===== src/rtl/core/sfa_pkg.sv =====
// ----------------------------------------------------------------------------
// sfa_pkg
// Shared widths, register indexes and defaults of the scan frame averager.
// ----------------------------------------------------------------------------
package sfa_pkg;

    localparam int RANGE_W      = 16;
    localparam int OBEAMS_W     = 11;
    localparam int CFRAMES_W    = 12;
    localparam int CVAL_W       = 16;
    localparam int CFG_IDX_W    = 2;
    localparam int CFG_DATA_W   = 16;

    localparam int DEF_MAX_BEAMS = 1024;
    localparam int DEF_WINDOW    = 10;

    localparam logic [OBEAMS_W-1:0]  RST_OUTPUT_BEAMS = OBEAMS_W'(521);
    localparam logic [CFRAMES_W-1:0] RST_CLEAR_FRAMES = CFRAMES_W'(500);
    localparam logic [CVAL_W-1:0]    RST_CLEAR_VALUE  = CVAL_W'(15000);

    typedef enum logic [CFG_IDX_W-1:0] {
        CFG_OUTPUT_BEAMS = 2'd0,
        CFG_CLEAR_FRAMES = 2'd1,
        CFG_CLEAR_VALUE  = 2'd2
    } cfg_reg_t;

endpackage


===== src/rtl/core/sfa_mean.sv =====
// ----------------------------------------------------------------------------
// sfa_mean
// Truncated mean of a window sum: multiply by a rounded-up reciprocal.
// ----------------------------------------------------------------------------
module sfa_mean import sfa_pkg::*; #(
    parameter int WINDOW = DEF_WINDOW,
    parameter int SUM_W  = $clog2(DEF_WINDOW * 65536)
) (
    input  logic [SUM_W-1:0]   sum,
    output logic [RANGE_W-1:0] mean
);

    // K = N + ceil(log2 d) makes floor(n * ceil(2^K / d) / 2^K) exact for n < 2^N
    localparam int K     = SUM_W + $clog2(WINDOW);
    localparam int MW    = K + 1;
    localparam int PW    = SUM_W + MW;
    localparam longint RECIP = ((longint'(1) << K) + longint'(WINDOW) - 1)
                               / longint'(WINDOW);
    localparam logic [MW-1:0] RECIP_C = MW'(RECIP);

    logic [PW-1:0] prod;

    assign prod = PW'(sum) * PW'(RECIP_C);
    assign mean = prod[K +: RANGE_W];

endmodule

===== config.mk =====
export PLATFORM = sky130hd
export DESIGN_NAME = sfa_mean
export DESIGN_NICKNAME = d
export VERILOG_FILES = /design/src/rtl/core/sfa_pkg.sv /design/src/rtl/core/sfa_mean.sv
export SDC_FILE = /design/constraint.sdc
export NUM_CORES = 1
export LEC_CHECK = 0
export BUFFER_PORTS_ARGS = -buffer_cell sky130_fd_sc_hd__buf_2
export CORE_ASPECT_RATIO = 0.6
export CORE_MARGIN = 2
export CORE_UTILIZATION = 35
export DETAILED_ROUTE_END_ITERATION = 10
export REMOVE_ABC_BUFFERS = 1
export SYNTH_ARGS = -nofsm -noshare
export SYNTH_HDL_FRONTEND = slang
export SYNTH_SLANG_ARGS = --single-unit
export TNS_END_PERCENT = 30

===== constraint.sdc =====
create_clock -name vclk -period 9.8
set_input_delay 1.96 -clock vclk [all_inputs]
set_output_delay 1.96 -clock vclk [all_outputs]
set_load 0.01 [all_outputs]

==> Word-level counts from Yosys, hierarchy flattened <==
Index checks and enable logic that the tools add are counted.
{ "word_totals": {"wordCells": 1, "input_bits": 20, "reg_bits": 0} }
{ "op_classes": {"n_mul": 1} }
{ "op_table": {"columns": ["operator", "count"], "rows": [
  ["multiplier 20 x 20 -> 39 bit, second input constant", 1]
]} }

==> Logic depth before layout (Yosys ltp) <==
{ "depth": {"ltp_word": 1, "mapped_depth": 21, "depth_no_buf": 20} }

==> Worst setup path before layout <==
OpenSTA, ideal clock, no wires.
{ "synth_path": {"path_type": "in2out", "startpoint": "input sum[8]", "endpoint": "output mean[2]", "slack_ps": 922, "stages": 21, "arrival_ps": 6918, "path_cell_list": "ha_1 > clkbuf_1 > xor2_1 > ha_1 > a21o_1 > ha_1 > inv_1 > fa_1 > fa_1 > inv_1 > fa_1 > inv_1 > fa_1 > inv_1 > ha_1 > a21oi_1 > o21ai_0 > a211oi_2 > o41a_1 > o31ai_2 > xor2_1"} }
{ "synth_between": {"elab_chain_cells": 1} }
{ "synth_lines": {"columns": ["element", "line_no", "rtl"], "rows": [
  ["start, declared", "sfa_mean.sv:9", "input logic [SUM_W-1:0] sum,"],
  ["multiplier 20 x 20 -> 39 bit", "sfa_mean.sv:23", "assign prod = PW'(sum) * PW'(RECIP_C);"],
  ["end, declared", "sfa_mean.sv:10", "output logic [RANGE_W-1:0] mean"]
]} }
No other way between the ends.

==> Worst setup path in the final report <==
{ "layout_path": {"startpoint": "input sum[8]", "endpoint": "output mean[15]"} }
Same word-level chain as after synthesis.

==> metrics.csv <==
stage,metric,value,unit
place,HPWL Detailed,19.2,mm
global_routing,GR Overflow Total,0,
layout,multi-input logic area,6700,um2
sta,Max Slew Vio Count,0,
synthesis,register area share after synthesis,0,
die,Starting Density,0.354,
routing,WL per Instance,18.5,um
sta,Max-Slew Margin vs Limit,0.565,
sta,final period utilization,0.973,
setup_path,critical-path maximum fanout,7,
layout,"Core Util, Final",0.389,
routing,DR pass1 iterations,5,
layout,fill count,2117,
global_routing,largest net degree at the start of global routing,11,
routing,Vias/cell,5.10,
synthesis,largest family of logic cells by synthesized area,adder cells,
setup_path,Worst setup EP type,output port,
synthesis,Syn Inst Count,770,
routing,DRT iter0 DRCs,402,
synthesis,share of the synthesized netlist area taken by xor and xnor gates,0.0404,
synthesis,post-synthesis mux area share,0,
die,Rows,41,
synthesis,synth unique cells,45,
layout,share of layout cells above drive strength 1,0.0873,
status,status,finished clean,
die,Die Y-Extent,116,um
place,Post-Place Worst Slack,-8.72,ps
global_routing,vias in the first global route,5668,
routing,via count,5633,
routing,Final ANT Viol Nets,0,
global_routing,first-pass GRT wire length,31.8,mm
place,number of buffers added on ports,36,
cts,"Hold-fix buffers, CTS",0,
die,I/O pins,36,
setup_path,critical path launch point type,input port,
hold_path,Min-Delay Path Class,input port to output port,
synthesis,Post-Synth Simple-Gate Area,0.0751,
flow_run,max-cap check violation count,0,
die,DIE WIDTH,191,um
sta,RSZ-0062 raised after global routing,false,
layout,clock buffers,0,
synthesis,Ys Warns,0,
synthesis,Mean Syn Cell Area,9.58,um2
layout,"commonest non-fill, non-tap cell in the layout",ha_1,
layout,area delta synth->final,9.68,%
sta,setup violators final,0,
die,Die ar.,22300,um2
die,Core ar.,20800,um2
global_routing,initial antenna violation count,0,
setup_path,WP data required,7840,ps
layout,antenna fix cells,0,
sta,Peak Freq,105,MHz
synthesis,adder-cell share of the synthesized area,0.684,
hold_path,Hold Path Stages,7,
sta,Hold Slack,4970,ps
sta,Final WS setup,262,ps
sta,final count of hold timing violations,0,
global_routing,GR Util All Layers,0.189,
synthesis,synthesized area,7380,um2
sta,Final TNS setup,0,ps
setup_path,critical path arrival,7580,ps
setup_path,CP Class,input port to output port,
routing,drc violations,0,
layout,net count reported at finish,1173,
sta,Worst Tran Pin Value,645,ps
layout,most frequent cells in the layout,"197 x ha_1, 178 x inv_1, 129 x fa_1",
sta,Tmin final,9540,ps
routing,final WL,20.4,mm
layout,sequential cells,0,
synthesis,Synth Area in Compound Gates,0.106,
place,gpl congestion,0.947,
layout,FF+latch area,0,um2
path summary, 6_finish.rpt:
path	from	endpoint	slack, ps
worst max-delay path	sum[8]	mean[15]	260
worst min-delay path	sum[19]	mean[15]	4970
worst max-delay path, cell delays in order:
cell and delay (ps):
buf_2 150, ha_1 520, ha_1 300, ha_1 270
inv_1 50, fa_1 540, inv_1 50, fa_1 450
fa_1 510, inv_1 60, fa_1 600, inv_1 80
ha_1 360, a21oi_1 250, o21ai_0 130, a221oi_1 360
nand3_1 220, a311oi_2 380, xnor2_1 180, buf_2 160
cells in the mapped netlist, types with 5 or more instances:
cell type  count  area (um2)
a2111oi_0      5        43.8
a211oi_1       8        60.1
a21o_1        16         120
a21oi_1       31         155
and2_1        13        81.3
clkbuf_1       7        26.3
fa_1         129        2580
ha_1         197        2460
inv_1        178         668
nand2_1       34         128
nand3_1        7        35.0
nand4_1        8        50.1
nor2_1        16        60.1
nor3_1         8        40.0
o211ai_1       8        60.1
o21ai_0       24         120
o21bai_1       5        37.5
xnor2_1       12         105
xor2_1        22         193
cell families (layout without fill, tap and decap cells):
group / Yosys count / in the layout
adder cells (fa/ha/maj): 326 / 326
buffers and inverters: 185 / 240
AO/OA/AOI/OAI: 118 / 118
XOR/XNOR: 34 / 34
AND/OR/NAND/NOR: 107 / 107
area by class of cell:
class	instances	area share
well taps	279	0.0431
multi-input cells	585	0.828
repair buffers	62	0.0464
inverters	178	0.0826
layer usage:
metal / share of wire / routed length, um / track usage
met5: 0 / 0 / 0
met4: 0.0012 / 25 / 0.00308
met3: 0.14 / 2880 / 0.0856
met2: 0.34 / 6990 / 0.233
met1: 0.52 / 10500 / 0.305
per-stage QoR:
stage / std cells / instance area (um2)
after floorplan: 763 / 7350
after global placement: 1103 / 8070
after detailed placement: 1103 / 8070
after CTS: 1104 / 8080
after global routing: 1104 / 8090
final: 1104 / 8090
what timing repair did:
action / 4_1_cts / 5_1_grt
pin swaps: 1 / 0
setup endpoints to repair: 1 / 3
resized for setup: 0 / 4
setup buffers: 1 / 0
Power is not shown: default switching activity piles up to over one toggle a cycle in this logic, so the estimate is an artifact.
